File: config.mk
export PLATFORM = sky130hd
export DESIGN_NAME = sampled_frequency_duty_meter
export DESIGN_NICKNAME = d
export VERILOG_FILES = /design/src/sv/sfdm_pkg.sv /design/src/sv/sfdm_div.sv /design/src/sv/sampled_frequency_duty_meter.sv
export SDC_FILE = /design/constraint.sdc
export NUM_CORES = 2
export LEC_CHECK = 0
export BUFFER_PORTS_ARGS = -buffer_cell sky130_fd_sc_hd__clkbuf_2
export CORE_MARGIN = 4
export CORE_UTILIZATION = 45
export CTS_BUF_LIST = sky130_fd_sc_hd__clkbuf_8
export DETAILED_ROUTE_END_ITERATION = 8
export MAX_ROUTING_LAYER = met4
export SYNTH_ARGS = -nofsm -noshare
export SYNTH_HDL_FRONTEND = slang
export SYNTH_SLANG_ARGS = --single-unit
File: constraint.sdc
create_clock -name clk -period 5.8 [get_ports clk]
set_input_delay 0.29 -clock clk [delete_from_list [all_inputs] [get_ports clk]]
set_output_delay 0.29 -clock clk [all_outputs]
set_load 0.005 [all_outputs]
File: src/sv/sfdm_pkg.sv
`timescale 1ns / 1ps
// shared constants and types of the sampled frequency and duty meter
package sfdm_pkg;

    localparam int COUNT_WIDTH_DEF  = 20;
    localparam int PCOUNT_WIDTH_DEF = 16;

    localparam int SP_W = 10;
    localparam logic [SP_W-1:0] SP_RESET = 10'd10;

    localparam int FREQ_W = 27;
    localparam logic [FREQ_W-1:0] FREQ_MAX = 27'h7FF_FFFF;

    localparam int SCALED_MHZ_W = 28;
    localparam logic [SCALED_MHZ_W-1:0] SCALED_MHZ = 28'd256000000;

    localparam int DUTY_W = 15;
    localparam logic [DUTY_W-1:0] DUTY_SCALE = 15'd25600;

    typedef struct packed {
        logic busy;
        logic done;
    } div_status_t;

endpackage

File: src/sv/sfdm_div.sv
`timescale 1ns / 1ps
// restoring divider, one quotient bit per cycle
module sfdm_div #(
    parameter int DIVIDEND_W = 43,
    parameter int DIVISOR_W  = 31
) (
    input  logic                    clk,
    input  logic                    rst_n,
    input  logic                    start,
    input  logic [DIVIDEND_W-1:0]   dividend,
    input  logic [DIVISOR_W-1:0]    divisor,
    output logic [DIVIDEND_W-1:0]   quotient,
    output sfdm_pkg::div_status_t   status
);

    localparam int CNT_W = $clog2(DIVIDEND_W + 1);

    logic [DIVIDEND_W-1:0] quot_reg, quot_next;
    logic [DIVISOR_W-1:0]  rem_reg, rem_next;
    logic [DIVISOR_W-1:0]  dvs_reg, dvs_next;
    logic [CNT_W-1:0]      cnt_reg, cnt_next;
    logic                  busy_reg, busy_next;
    logic                  done_reg, done_next;

    logic [DIVISOR_W:0]    shifted;
    logic [DIVISOR_W:0]    diff;
    logic                  ge;

    // quot_reg shifts dividend bits out at the top and quotient bits in at the bottom
    assign shifted = {rem_reg, quot_reg[DIVIDEND_W-1]};
    assign ge      = shifted >= {1'b0, dvs_reg};
    assign diff    = shifted - {1'b0, dvs_reg};

    always_comb
    begin
        quot_next = quot_reg;
        rem_next  = rem_reg;
        dvs_next  = dvs_reg;
        cnt_next  = cnt_reg;
        busy_next = busy_reg;
        done_next = 1'b0;
        if (start)
        begin
            quot_next = dividend;
            rem_next  = '0;
            dvs_next  = divisor;
            cnt_next  = CNT_W'(DIVIDEND_W);
            busy_next = 1'b1;
        end
        else if (busy_reg)
        begin
            quot_next = {quot_reg[DIVIDEND_W-2:0], ge};
            rem_next  = ge ? diff[DIVISOR_W-1:0] : shifted[DIVISOR_W-1:0];
            cnt_next  = cnt_reg - CNT_W'(1);
            if (cnt_reg == CNT_W'(1))
            begin
                busy_next = 1'b0;
                done_next = 1'b1;
            end
        end
    end

    always_ff @(posedge clk or negedge rst_n)
    begin
        if (!rst_n)
        begin
            cnt_reg  <= '0;
            busy_reg <= 1'b0;
            done_reg <= 1'b0;
        end
        else
        begin
            cnt_reg  <= cnt_next;
            busy_reg <= busy_next;
            done_reg <= done_next;
        end
    end

    always_ff @(posedge clk)
    begin
        quot_reg <= quot_next;
        rem_reg  <= rem_next;
        dvs_reg  <= dvs_next;
    end

    assign quotient    = quot_reg;
    assign status.busy = busy_reg;
    assign status.done = done_reg;

    a_no_restart: assert property (@(posedge clk) disable iff (!rst_n)
        start |-> !busy_reg)
        else $error("divider started while busy");

    a_done_after_busy: assert property (@(posedge clk) disable iff (!rst_n)
        done_reg |-> $past(busy_reg))
        else $error("divider done without a run");

    a_last_step: assert property (@(posedge clk) disable iff (!rst_n)
        busy_reg && !start && cnt_reg == CNT_W'(1) |=> done_reg && !busy_reg)
        else $error("divider did not finish on its last step");

endmodule

File: src/sv/sampled_frequency_duty_meter.sv
`timescale 1ns / 1ps
// top level of the sampled frequency and duty meter
//
// s_* takes one sampled level per item in s_tdata[0]. Every second level
// change after the first closes a period and yields one item on m_*: period,
// high samples, duty in percent and frequency in Hz (both with 8 fraction
// bits), the mean of this and the previous frequency, the running mean and
// the number of periods in it.
// cfg_wr_en/cfg_wr_data write the sample interval in microseconds; write it
// only while the block is idle.
// An item that closes no period is accepted at once, and s_tready stays high.
// An item that closes a period runs three divisions through one shared
// restoring divider, one quotient bit per cycle, before the result is
// loaded into the output register. s_tready is low meanwhile.
// A result waits in the output register while m_tready is low; the next
// items are accepted then, but a further closing item holds at its end
// until the register is free.
// Reset clears all counts, the running sum and the output valid flag, and
// sets the sample interval to 10 us.
module sampled_frequency_duty_meter #(
    parameter int COUNT_WIDTH        = sfdm_pkg::COUNT_WIDTH_DEF,
    parameter int PERIOD_COUNT_WIDTH = sfdm_pkg::PCOUNT_WIDTH_DEF
) (
    input  logic                     clk,
    input  logic                     rst_n,
    input  logic                     cfg_wr_en,
    input  logic [sfdm_pkg::SP_W-1:0] cfg_wr_data,    // sample_period_us
    input  logic                     s_tvalid,
    output logic                     s_tready,
    input  logic [7:0]               s_tdata,         // sample_level
    output logic                     m_tvalid,
    input  logic                     m_tready,
    // period_samples, high_samples, duty_percent, frequency_hz,
    // pair_average_hz, running_average_hz, periods_measured
    output logic [((2*COUNT_WIDTH + PERIOD_COUNT_WIDTH + 3*sfdm_pkg::FREQ_W
                    + sfdm_pkg::DUTY_W + 8) / 8) * 8 - 1:0] m_tdata
);

    localparam int CW      = COUNT_WIDTH;
    localparam int PCW     = PERIOD_COUNT_WIDTH;
    localparam int FW      = sfdm_pkg::FREQ_W;
    localparam int DW      = sfdm_pkg::DUTY_W;
    localparam int PER_W   = CW + 1;
    localparam int PROD_W  = PER_W + sfdm_pkg::SP_W;
    localparam int SUM_W   = FW + PCW;
    localparam int RAW_W   = PER_W + CW + DW + 3*FW + PCW;
    localparam int OUT_W   = ((RAW_W + 7) / 8) * 8;
    localparam int DUTYA_W = CW + DW;
    localparam int DIV_A_W = (DUTYA_W > SUM_W) ?
                             ((DUTYA_W > sfdm_pkg::SCALED_MHZ_W) ? DUTYA_W
                                                                 : sfdm_pkg::SCALED_MHZ_W) :
                             ((SUM_W > sfdm_pkg::SCALED_MHZ_W) ? SUM_W
                                                               : sfdm_pkg::SCALED_MHZ_W);
    localparam int DIV_B_W = (PROD_W > PCW) ? PROD_W : PCW;

    localparam logic [3:0] ST_IDLE      = 4'd0;
    localparam logic [3:0] ST_DUTY_GO   = 4'd1;
    localparam logic [3:0] ST_DUTY_WAIT = 4'd2;
    localparam logic [3:0] ST_FREQ_GO   = 4'd3;
    localparam logic [3:0] ST_FREQ_WAIT = 4'd4;
    localparam logic [3:0] ST_SUM       = 4'd5;
    localparam logic [3:0] ST_MEAN_GO   = 4'd6;
    localparam logic [3:0] ST_MEAN_WAIT = 4'd7;
    localparam logic [3:0] ST_OUT       = 4'd8;

    logic [3:0]              state_reg, state_next;
    logic [sfdm_pkg::SP_W-1:0] sp_reg, sp_next;
    logic                    seen_reg, seen_next;
    logic                    prev_level_reg, prev_level_next;
    logic                    waiting_reg, waiting_next;
    logic                    parity_reg, parity_next;
    logic [CW-1:0]           low_reg, low_next;
    logic [CW-1:0]           high_reg, high_next;
    logic [FW-1:0]           prev_freq_reg, prev_freq_next;
    logic                    have_prev_reg, have_prev_next;
    logic [SUM_W-1:0]        sum_reg, sum_next;
    logic [PCW-1:0]          pcount_reg, pcount_next;
    logic [PER_W-1:0]        period_reg, period_next;
    logic [CW-1:0]           highw_reg, highw_next;
    logic [PROD_W-1:0]       prod_reg, prod_next;
    logic [DW-1:0]           duty_reg, duty_next;
    logic [FW-1:0]           freq_reg, freq_next;
    logic [FW-1:0]           mean_reg, mean_next;
    logic [OUT_W-1:0]        out_data_reg, out_data_next;
    logic                    out_valid_reg, out_valid_next;

    logic                    accept;
    logic                    level;
    logic                    prev_eff;
    logic                    level_change;
    logic                    closing;
    logic [CW-1:0]           low_base;
    logic [CW-1:0]           high_base;
    logic [FW:0]             pair_sum;
    logic [FW-1:0]           pair;
    logic                    out_free;

    logic                    div_start;
    logic [DIV_A_W-1:0]      div_a;
    logic [DIV_B_W-1:0]      div_b;
    logic [DIV_A_W-1:0]      div_q;
    sfdm_pkg::div_status_t   div_st;

    sfdm_div #(
        .DIVIDEND_W (DIV_A_W),
        .DIVISOR_W  (DIV_B_W)
    ) u_div (
        .clk      (clk),
        .rst_n    (rst_n),
        .start    (div_start),
        .dividend (div_a),
        .divisor  (div_b),
        .quotient (div_q),
        .status   (div_st)
    );

    assign accept       = (state_reg == ST_IDLE) && s_tvalid;
    assign level        = s_tdata[0];
    assign prev_eff     = seen_reg ? prev_level_reg : level;
    assign level_change = level != prev_eff;
    assign closing      = level_change && !waiting_reg && parity_reg;
    // first edge and a closing edge restart both counts
    assign low_base     = (level_change && (waiting_reg || closing)) ? '0 : low_reg;
    assign high_base    = (level_change && (waiting_reg || closing)) ? '0 : high_reg;
    assign pair_sum     = {1'b0, freq_reg} + {1'b0, prev_freq_reg};
    assign pair         = have_prev_reg ? pair_sum[FW:1] : freq_reg;
    assign out_free     = !out_valid_reg || m_tready;

    always_comb
    begin
        div_start = 1'b0;
        div_a     = DIV_A_W'(highw_reg) * DIV_A_W'(sfdm_pkg::DUTY_SCALE);
        div_b     = DIV_B_W'(period_reg);
        case (state_reg)
            ST_DUTY_GO:
            begin
                div_start = 1'b1;
            end
            ST_FREQ_GO:
            begin
                div_start = 1'b1;
                div_a     = DIV_A_W'(sfdm_pkg::SCALED_MHZ);
                div_b     = DIV_B_W'(prod_reg);
            end
            ST_MEAN_GO:
            begin
                div_start = 1'b1;
                div_a     = DIV_A_W'(sum_reg);
                div_b     = DIV_B_W'(pcount_reg);
            end
            default:
            begin
                div_start = 1'b0;
            end
        endcase
    end

    always_comb
    begin
        state_next      = state_reg;
        sp_next         = cfg_wr_en ? cfg_wr_data : sp_reg;
        seen_next       = seen_reg;
        prev_level_next = prev_level_reg;
        waiting_next    = waiting_reg;
        parity_next     = parity_reg;
        low_next        = low_reg;
        high_next       = high_reg;
        prev_freq_next  = prev_freq_reg;
        have_prev_next  = have_prev_reg;
        sum_next        = sum_reg;
        pcount_next     = pcount_reg;
        period_next     = period_reg;
        highw_next      = highw_reg;
        prod_next       = prod_reg;
        duty_next       = duty_reg;
        freq_next       = freq_reg;
        mean_next       = mean_reg;
        out_data_next   = out_data_reg;
        out_valid_next  = out_valid_reg && !m_tready;

        case (state_reg)
            ST_IDLE:
            begin
                if (accept)
                begin
                    seen_next       = 1'b1;
                    prev_level_next = level;
                    if (level_change)
                    begin
                        waiting_next = 1'b0;
                        if (!waiting_reg)
                        begin
                            parity_next = !parity_reg;
                        end
                    end
                    low_next  = low_base;
                    high_next = high_base;
                    if (level)
                    begin
                        high_next = (&high_base) ? high_base : high_base + CW'(1);
                    end
                    else
                    begin
                        low_next = (&low_base) ? low_base : low_base + CW'(1);
                    end
                    if (closing)
                    begin
                        period_next = {1'b0, low_reg} + {1'b0, high_reg};
                        highw_next  = high_reg;
                        state_next  = ST_DUTY_GO;
                    end
                end
            end
            ST_DUTY_GO:
            begin
                prod_next  = PROD_W'(period_reg) * PROD_W'(sp_reg);
                state_next = ST_DUTY_WAIT;
            end
            ST_DUTY_WAIT:
            begin
                if (div_st.done)
                begin
                    duty_next  = (period_reg == '0) ? '0 : div_q[DW-1:0];
                    state_next = ST_FREQ_GO;
                end
            end
            ST_FREQ_GO:
            begin
                state_next = ST_FREQ_WAIT;
            end
            ST_FREQ_WAIT:
            begin
                if (div_st.done)
                begin
                    if (prod_reg == '0 || div_q > DIV_A_W'(sfdm_pkg::FREQ_MAX))
                    begin
                        freq_next = sfdm_pkg::FREQ_MAX;
                    end
                    else
                    begin
                        freq_next = div_q[FW-1:0];
                    end
                    state_next = ST_SUM;
                end
            end
            ST_SUM:
            begin
                // sum and count freeze once the count is full
                if (!(&pcount_reg))
                begin
                    sum_next    = sum_reg + SUM_W'(freq_reg);
                    pcount_next = pcount_reg + PCW'(1);
                end
                state_next = ST_MEAN_GO;
            end
            ST_MEAN_GO:
            begin
                state_next = ST_MEAN_WAIT;
            end
            ST_MEAN_WAIT:
            begin
                if (div_st.done)
                begin
                    mean_next  = (pcount_reg == '0) ? '0 : div_q[FW-1:0];
                    state_next = ST_OUT;
                end
            end
            ST_OUT:
            begin
                if (out_free)
                begin
                    out_data_next  = OUT_W'({pcount_reg, mean_reg, pair, freq_reg,
                                             duty_reg, highw_reg, period_reg});
                    out_valid_next = 1'b1;
                    prev_freq_next = freq_reg;
                    have_prev_next = 1'b1;
                    state_next     = ST_IDLE;
                end
            end
            default:
            begin
                state_next = ST_IDLE;
            end
        endcase
    end

    always_ff @(posedge clk or negedge rst_n)
    begin
        if (!rst_n)
        begin
            state_reg      <= ST_IDLE;
            sp_reg         <= sfdm_pkg::SP_RESET;
            seen_reg       <= 1'b0;
            prev_level_reg <= 1'b0;
            waiting_reg    <= 1'b1;
            parity_reg     <= 1'b0;
            low_reg        <= '0;
            high_reg       <= '0;
            prev_freq_reg  <= '0;
            have_prev_reg  <= 1'b0;
            sum_reg        <= '0;
            pcount_reg     <= '0;
            out_valid_reg  <= 1'b0;
        end
        else
        begin
            state_reg      <= state_next;
            sp_reg         <= sp_next;
            seen_reg       <= seen_next;
            prev_level_reg <= prev_level_next;
            waiting_reg    <= waiting_next;
            parity_reg     <= parity_next;
            low_reg        <= low_next;
            high_reg       <= high_next;
            prev_freq_reg  <= prev_freq_next;
            have_prev_reg  <= have_prev_next;
            sum_reg        <= sum_next;
            pcount_reg     <= pcount_next;
            out_valid_reg  <= out_valid_next;
        end
    end

    always_ff @(posedge clk)
    begin
        period_reg   <= period_next;
        highw_reg    <= highw_next;
        prod_reg     <= prod_next;
        duty_reg     <= duty_next;
        freq_reg     <= freq_next;
        mean_reg     <= mean_next;
        out_data_reg <= out_data_next;
    end

    assign s_tready = state_reg == ST_IDLE;
    assign m_tvalid = out_valid_reg;
    assign m_tdata  = out_data_reg;

    a_out_load: assert property (@(posedge clk) disable iff (!rst_n)
        state_reg == ST_OUT && out_free |=> m_tvalid && state_reg == ST_IDLE)
        else $error("result not loaded into the output register");

    a_duty_bound: assert property (@(posedge clk) disable iff (!rst_n)
        m_tvalid |-> out_data_reg[PER_W + CW + DW - 1 : PER_W + CW] <= sfdm_pkg::DUTY_SCALE)
        else $error("duty above full scale");

    a_busy_only_working: assert property (@(posedge clk) disable iff (!rst_n)
        div_st.busy |-> state_reg == ST_DUTY_WAIT || state_reg == ST_FREQ_WAIT
                        || state_reg == ST_MEAN_WAIT)
        else $error("divider running outside a wait state");

endmodule

Word level (Yosys, flattened, before mapping)
Index checks and enable logic that the tools add are counted. W data, S select, Z words.

Add/subtract/negate cells: 8. Multipliers: 2. $lt $le $gt $ge: 2. Equality and inequality tests: 16. Multiplexer cells: 31. Bitwise operators: 2. Reduce and logical (&&, ||, !) cells: 31.

Operators by type and width (count): $mux W20 (6); $mux W43 (2); $pmux W43 S2 (1); $pmux W31 S2 (1); $add A43 B27 Y43 (1); $gt A43 B27 Y1 const B (1); $add A20 B1 Y20 const B (2); $reduce_and A20 Y1 (2); $pmux W4 S9 (1); $ge A32 B31 Y1 (1); $logic_not A31 Y1 (1); $mul A21 B10 Y31 (1); $mux W31 (1); $sub A31 B31 Y31 (1); $add A27 B27 Y28 (1); $mux W27 (1); $mul A20 B5 Y25 const B (1); $mux W4 (6); $add A20 B20 Y21 (1); $logic_not A21 Y1 (1); $add A16 B1 Y16 const B (1); $eq A4 B3 Y1 const B (4); $logic_not A16 Y1 (1); $reduce_and A16 Y1 (1); other kinds (21) (52).

Bits in registers: 553. Bits of input ports: 23. Output and inout bits: 162. Logic and storage cells: 118.

Logic depth before layout (Yosys ltp)
Depth in word-level cells: 10. Gate-level depth with buffers: 24. Mapped depth without buffers: 22.

Hierarchy
From an unflattened synthesis, not the netlist that was laid out.

Cell total of the unflattened synthesis: 3384. Area total of the unflattened synthesis: 35637.9 sq um.

By module, submodules not included: sampled_frequency_duty_meter (times used 1, cells each 2746, area each 29110.4 sq um, seq. area each 12485.7 sq um); sfdm_div (times used 1, cells each 638, area each 6527.5 sq um, seq. area each 3042.9 sq um).

Worst setup path after synthesis
OpenSTA, ideal clock, no wires.

Path type: register -> register. Start point: reg state_reg[0]. End point: reg out_data_reg[0], in the netlist m_tdata[0] (enable). Setup time: 577 ps. Arrival time: 5654 ps. Required time: 5223 ps. Setup slack: -431 ps. Cell stages (with the launch flop): 6. Path buffers: 2. Clock period less this slack: 6231 ps. Path through: dfrtp_1 buf_1 nor4b_1 nand2_1 clkinv_1 buf_1.

Cells in the longest elaborated chain, start to end: 2.

Ends and longest elaborated chain: from (decl) (line sampled_frequency_duty_meter.sv:66) `logic [3:0] state_reg, state_next;`; from (signal assigned) (line sampled_frequency_duty_meter.sv:307) `state_reg <= state_next;`; $eq A4 B4 Y1 (line sampled_frequency_duty_meter.sv:181) `case (state_reg)`; $reduce_and A2 Y1 (no line); to (signal assigned) (line sampled_frequency_duty_meter.sv:331) `out_data_reg <= out_data_next;`; to (decl) (line sampled_frequency_duty_meter.sv:84) `logic [OUT_W-1:0] out_data_reg, out_data_next;`.

Every way passes these cells. A chain may end at the register's enable or synchronous reset.

Worst setup path after layout
Start point: reg sp_reg[3] in the netlist's numbering. End point: reg prod_reg[29], data pin.

Cells in the longest elaborated chain, start to end: 1.

Ends and longest elaborated chain: from (decl) (line sampled_frequency_duty_meter.sv:67) `logic [sfdm_pkg::SP_W-1:0] sp_reg, sp_next;`; from (signal assigned) (line sampled_frequency_duty_meter.sv:292) `sp_reg <= sfdm_pkg::SP_RESET;`; from (signal assigned) (line sampled_frequency_duty_meter.sv:308) `sp_reg <= sp_next;`; $mul A21 B10 Y31 (line sampled_frequency_duty_meter.sv:216) `prod_next = PROD_W'(period_reg) * PROD_W'(sp_reg);`; to (signal assigned) (line sampled_frequency_duty_meter.sv:327) `prod_reg <= prod_next;`; to (decl) (line sampled_frequency_duty_meter.sv:80) `logic [PROD_W-1:0] prod_reg, prod_next;`.

Every way passes these cells.

==> impl_metrics.toml <==
[outcome]
violations = "negative setup slack"
run_status = "complete, but fails checks"

[sta]
hold_ws_ns = 0.119
slew_viol_final = 0
final.min_clock_period_ns = 5.84
finalCritPeriodShare_pct = 101
fin_skew_ns = 0.0414
layout_setup_ws_ns = -0.0403
max_slew_margin_pct = 25.4
setup-violations-final = 1
rsz0062_at_grt = "yes"
hold_viol = 0
clock.fmax_mhz = 171
tightest_slew_ns = 1.12

[route]
finalWirelength_mm = 86.8
route.vias.total = 24700
wl_per_cell_um = 18.5
detail_route.vias_per_cell = 5.26
drt-pass1-iter-count = 8
post-route-drc-count = 0
ant_nets = 0
drt_iter0_markers = 1644

[clocking]
htree_num_levels = 3
cts_max_path_buffers = 3
cts_buffers = 95
cts_root_buf = "clkbuf_8"
cts.sinks = 553
clock_latency_ns = 0.73
cts_tree = "built"
clkTransAtPathRegs_ns = 0.06

[global_routing]
met2_usage_pct = 34.5
grt_pass1_wl_mm = 139
grt_overflow = 0
use_met3_pct = 3.57
top_usage_layer = "met2"
grt_use_total_pct = 21.9
antenna_found_initial = 3
grtUsageMet1_pct = 29.5
grt_pass1_vias = 25500
grt_max_degree = 96

[die]
initial_core_util_pct = 45.4
core_region_area_um2 = 75900
dieHeight_um = 285
io_pins = 185
rows = 101
die_x_um = 285
die-area_um2 = 81200

[logic_synthesis]
avgSynthCellArea_um2 = 10.7
synth_top_family_by_area = "adder cells"
yosys_warnings = 0
async_flop_share_pct = 27.8
synthAdderAreaFrac_pct = 18.5
muxShareOfSynthArea_pct = 1.66
synth-compound-area-share_pct = 11.1
synth_seq_cells = 553
synth-edff-count = 368
synth_xor_area_share_pct = 4.57
syn_area_um2 = 34500
yosysSeqAreaShare_pct = 45.0
syn_inst = 3228
ys_types = 90
yosys.area_share.simple_pct = 14.5
synth_flop_cell = "edfxtp_1"

[critical_path]
critPathKind = "reg2reg"
cp-end-kind = "flop"
cp-start-kind = "flop"
crit_required_ns = 6.26
max_stage_delay_ns = 0.59
critPathArrivalTime_ns = 6.30
cpMostUsedCell = "fa_1"
cp_cell_sequence = "buf_12, buf_16, nand2_1, fa_1, inv_1, fa_1, fa_1, fa_1, inv_1, fa_1, inv_1, ha_1, a21o_1, a21o_1, a21oi_1, o21ai_1, and3_1, a221o_1, or4_4, a41o_1, a21oi_2, xnor2_1"
timing.reg2reg.setup_slack_ns = -0.04
critPathMaxFanout = 6
cp_slowest_cell = "dfstp_2"

[worst_hold_path]
holdCritPathClass = "in2reg"

[final_layout]
syn2layout_area_growth_pct = 15.9
drive_gt1_share_pct = 17.4
largest_reg_flops = 153
nets = 4008

[pwr]
irDropWorstVdd_mv = 0.769
power.density_nw_per_um2 = 550
leakage_uw = 0.0179

[place]
pre_cts_ws_ns = -0.290
port_buffers = 170
dp_hpwl_mm = 63.1
gp_congestion = 0.894

[run]
maxCapViolations = 0
[cell families (layout without fill, tap and decap cells)]
| family | after synthesis | in the layout |
|---|---|---|
| muxes | 53 | 53 |
| xor gates and xnor gates | 180 | 180 |
| AOI/OAI and AO/OA | 590 | 590 |
| and+or+nand+nor | 1026 | 1026 |
| other | 1 | 10 |
| DFF | 553 | 553 |
| adders and majority gates | 409 | 409 |
| buffers and inverters | 416 | 839 |
[critical path, delay by kind of cell (launching register included)]
kind            cells  cell delay, ns
xor+xnor            1            0.07
buf+inv             5            0.40
simple gates        3            0.65
fa+ha+maj           6            2.70
flops               1            0.59
compound gates      7            1.18
[cell type report]
type	count	area [um2]
antenna	3	7.51
clock buffer	104	1430
clock inverter	74	527
fill	6762	36000
inverter	296	1120
multi-input combinational	2265	17600
sequential	553	15500
tap	1030	1290
timing repair buffer	365	2480
[cells in the final DEF, fill, tap and decap left out, drive strengths merged, types with 23 or more instances in the layout]
master,count
a21oi,163
a31oi,23
clkbuf,274
nand3,58
or2,33
buf,181
xor2,69
and2,165
nand2,400
clkinv,33
inv,329
nor2b,51
xnor2,111
nor3,38
dfxtp,31
fa,169
a22o,24
o21ai,154
a21o,63
dfrtp,151
mux2,33
ha,240
nor2,155
nand4,25
nor4,27
edfxtp,368
a211oi,26
[cell usage after synthesis, drive strengths merged, types with 6 or more instances]
cell type / instances / share of area [%]
xor2: 69 / 1.8
nor2: 155 / 1.7
edfxtp: 368 / 32
clkbuf: 102 / 1.1
nor4: 27 / 0.51
a211oi: 26 / 0.67
o21a: 18 / 0.40
nor2b: 51 / 0.92
a22oi: 18 / 0.39
o31ai: 14 / 0.32
dfxtp: 31 / 1.8
a21o: 63 / 1.4
nand3: 58 / 0.84
inv: 294 / 3.2
a22o: 24 / 0.61
and3: 22 / 0.40
or2: 33 / 0.60
nor3: 38 / 0.61
nand4: 25 / 0.45
a21oi: 163 / 2.4
nand2: 400 / 4.4
and2: 165 / 3.0
a31oi: 23 / 0.45
mux2: 33 / 1.1
nand2b: 22 / 0.40
fa: 169 / 9.8
xnor2: 111 / 2.8
o31a: 6 / 0.15
mux2i: 20 / 0.58
dfrtp: 151 / 11
o22ai: 8 / 0.15
o21bai: 13 / 0.28
ha: 240 / 8.7
o211ai: 8 / 0.19
buf: 18 / 0.35
o21ai: 154 / 2.2
[power breakdown]
part           leakage, uW  internal, uW  switching [uW]
Sequential         0.00565          5190             362
Clock              0.00111          1910            1720
Combinational       0.0112          6170            6630
[per-stage QoR]
step / util (%) / power (uW) / TNS [ns] / instances / area, um2
3_5_place_dp: 49.3 / 17500 / -0.556 / 4466 / 37500
6_report: 52.7 / 22000 / -0.0403 / 4690 / 40000
4_1_cts: 52.5 / 21700 / -0.113 / 4685 / 39900
2_1_floorplan: - / 14100 / 0 / 3234 / 34700
3_3_place_gp: 49.3 / 17300 / -0.277 / 4466 / 37500
5_1_grt: 52.7 / 23900 / -0.290 / 4690 / 40000
[metal layers]
layer | vias to the layer above | part of all wire [%]
met5 | - | 0
met4 | 0 | 2.5
met3 | 142 | 5.0
met2 | 590 | 46
met1 | 12100 | 46
li1 | 11900 | -
[path summary, 6_finish.rpt]
path                                     end         start  cells past startpoint
worst min-delay path               sp_reg[5]     cfg_wr_en                      2
max in group asynchronous        sum_reg[35]         rst_n                      3
worst max-delay path            prod_reg[29]     sp_reg[3]                     22
min in group asynchronous          sp_reg[4]         rst_n                      2
worst min register to register  m_tdata[126]  mean_reg[16]                      0
worst max register to register  prod_reg[29]     sp_reg[3]                     22
[what timing repair did]
| action | CTS | global route |
|---|---|---|
| endpoints found under the hold margin | 84 | 0 |
| buffers inserted | 26 | 2 |
| setup endpoints to repair | 5 | 10 |
| hold buffers | 14 | 0 |
| resized for setup | 22 | 19 |
| gates cloned | 1 | 0 |
| pin swaps | 35 | 28 |
Power figures use the tool's default switching activity.
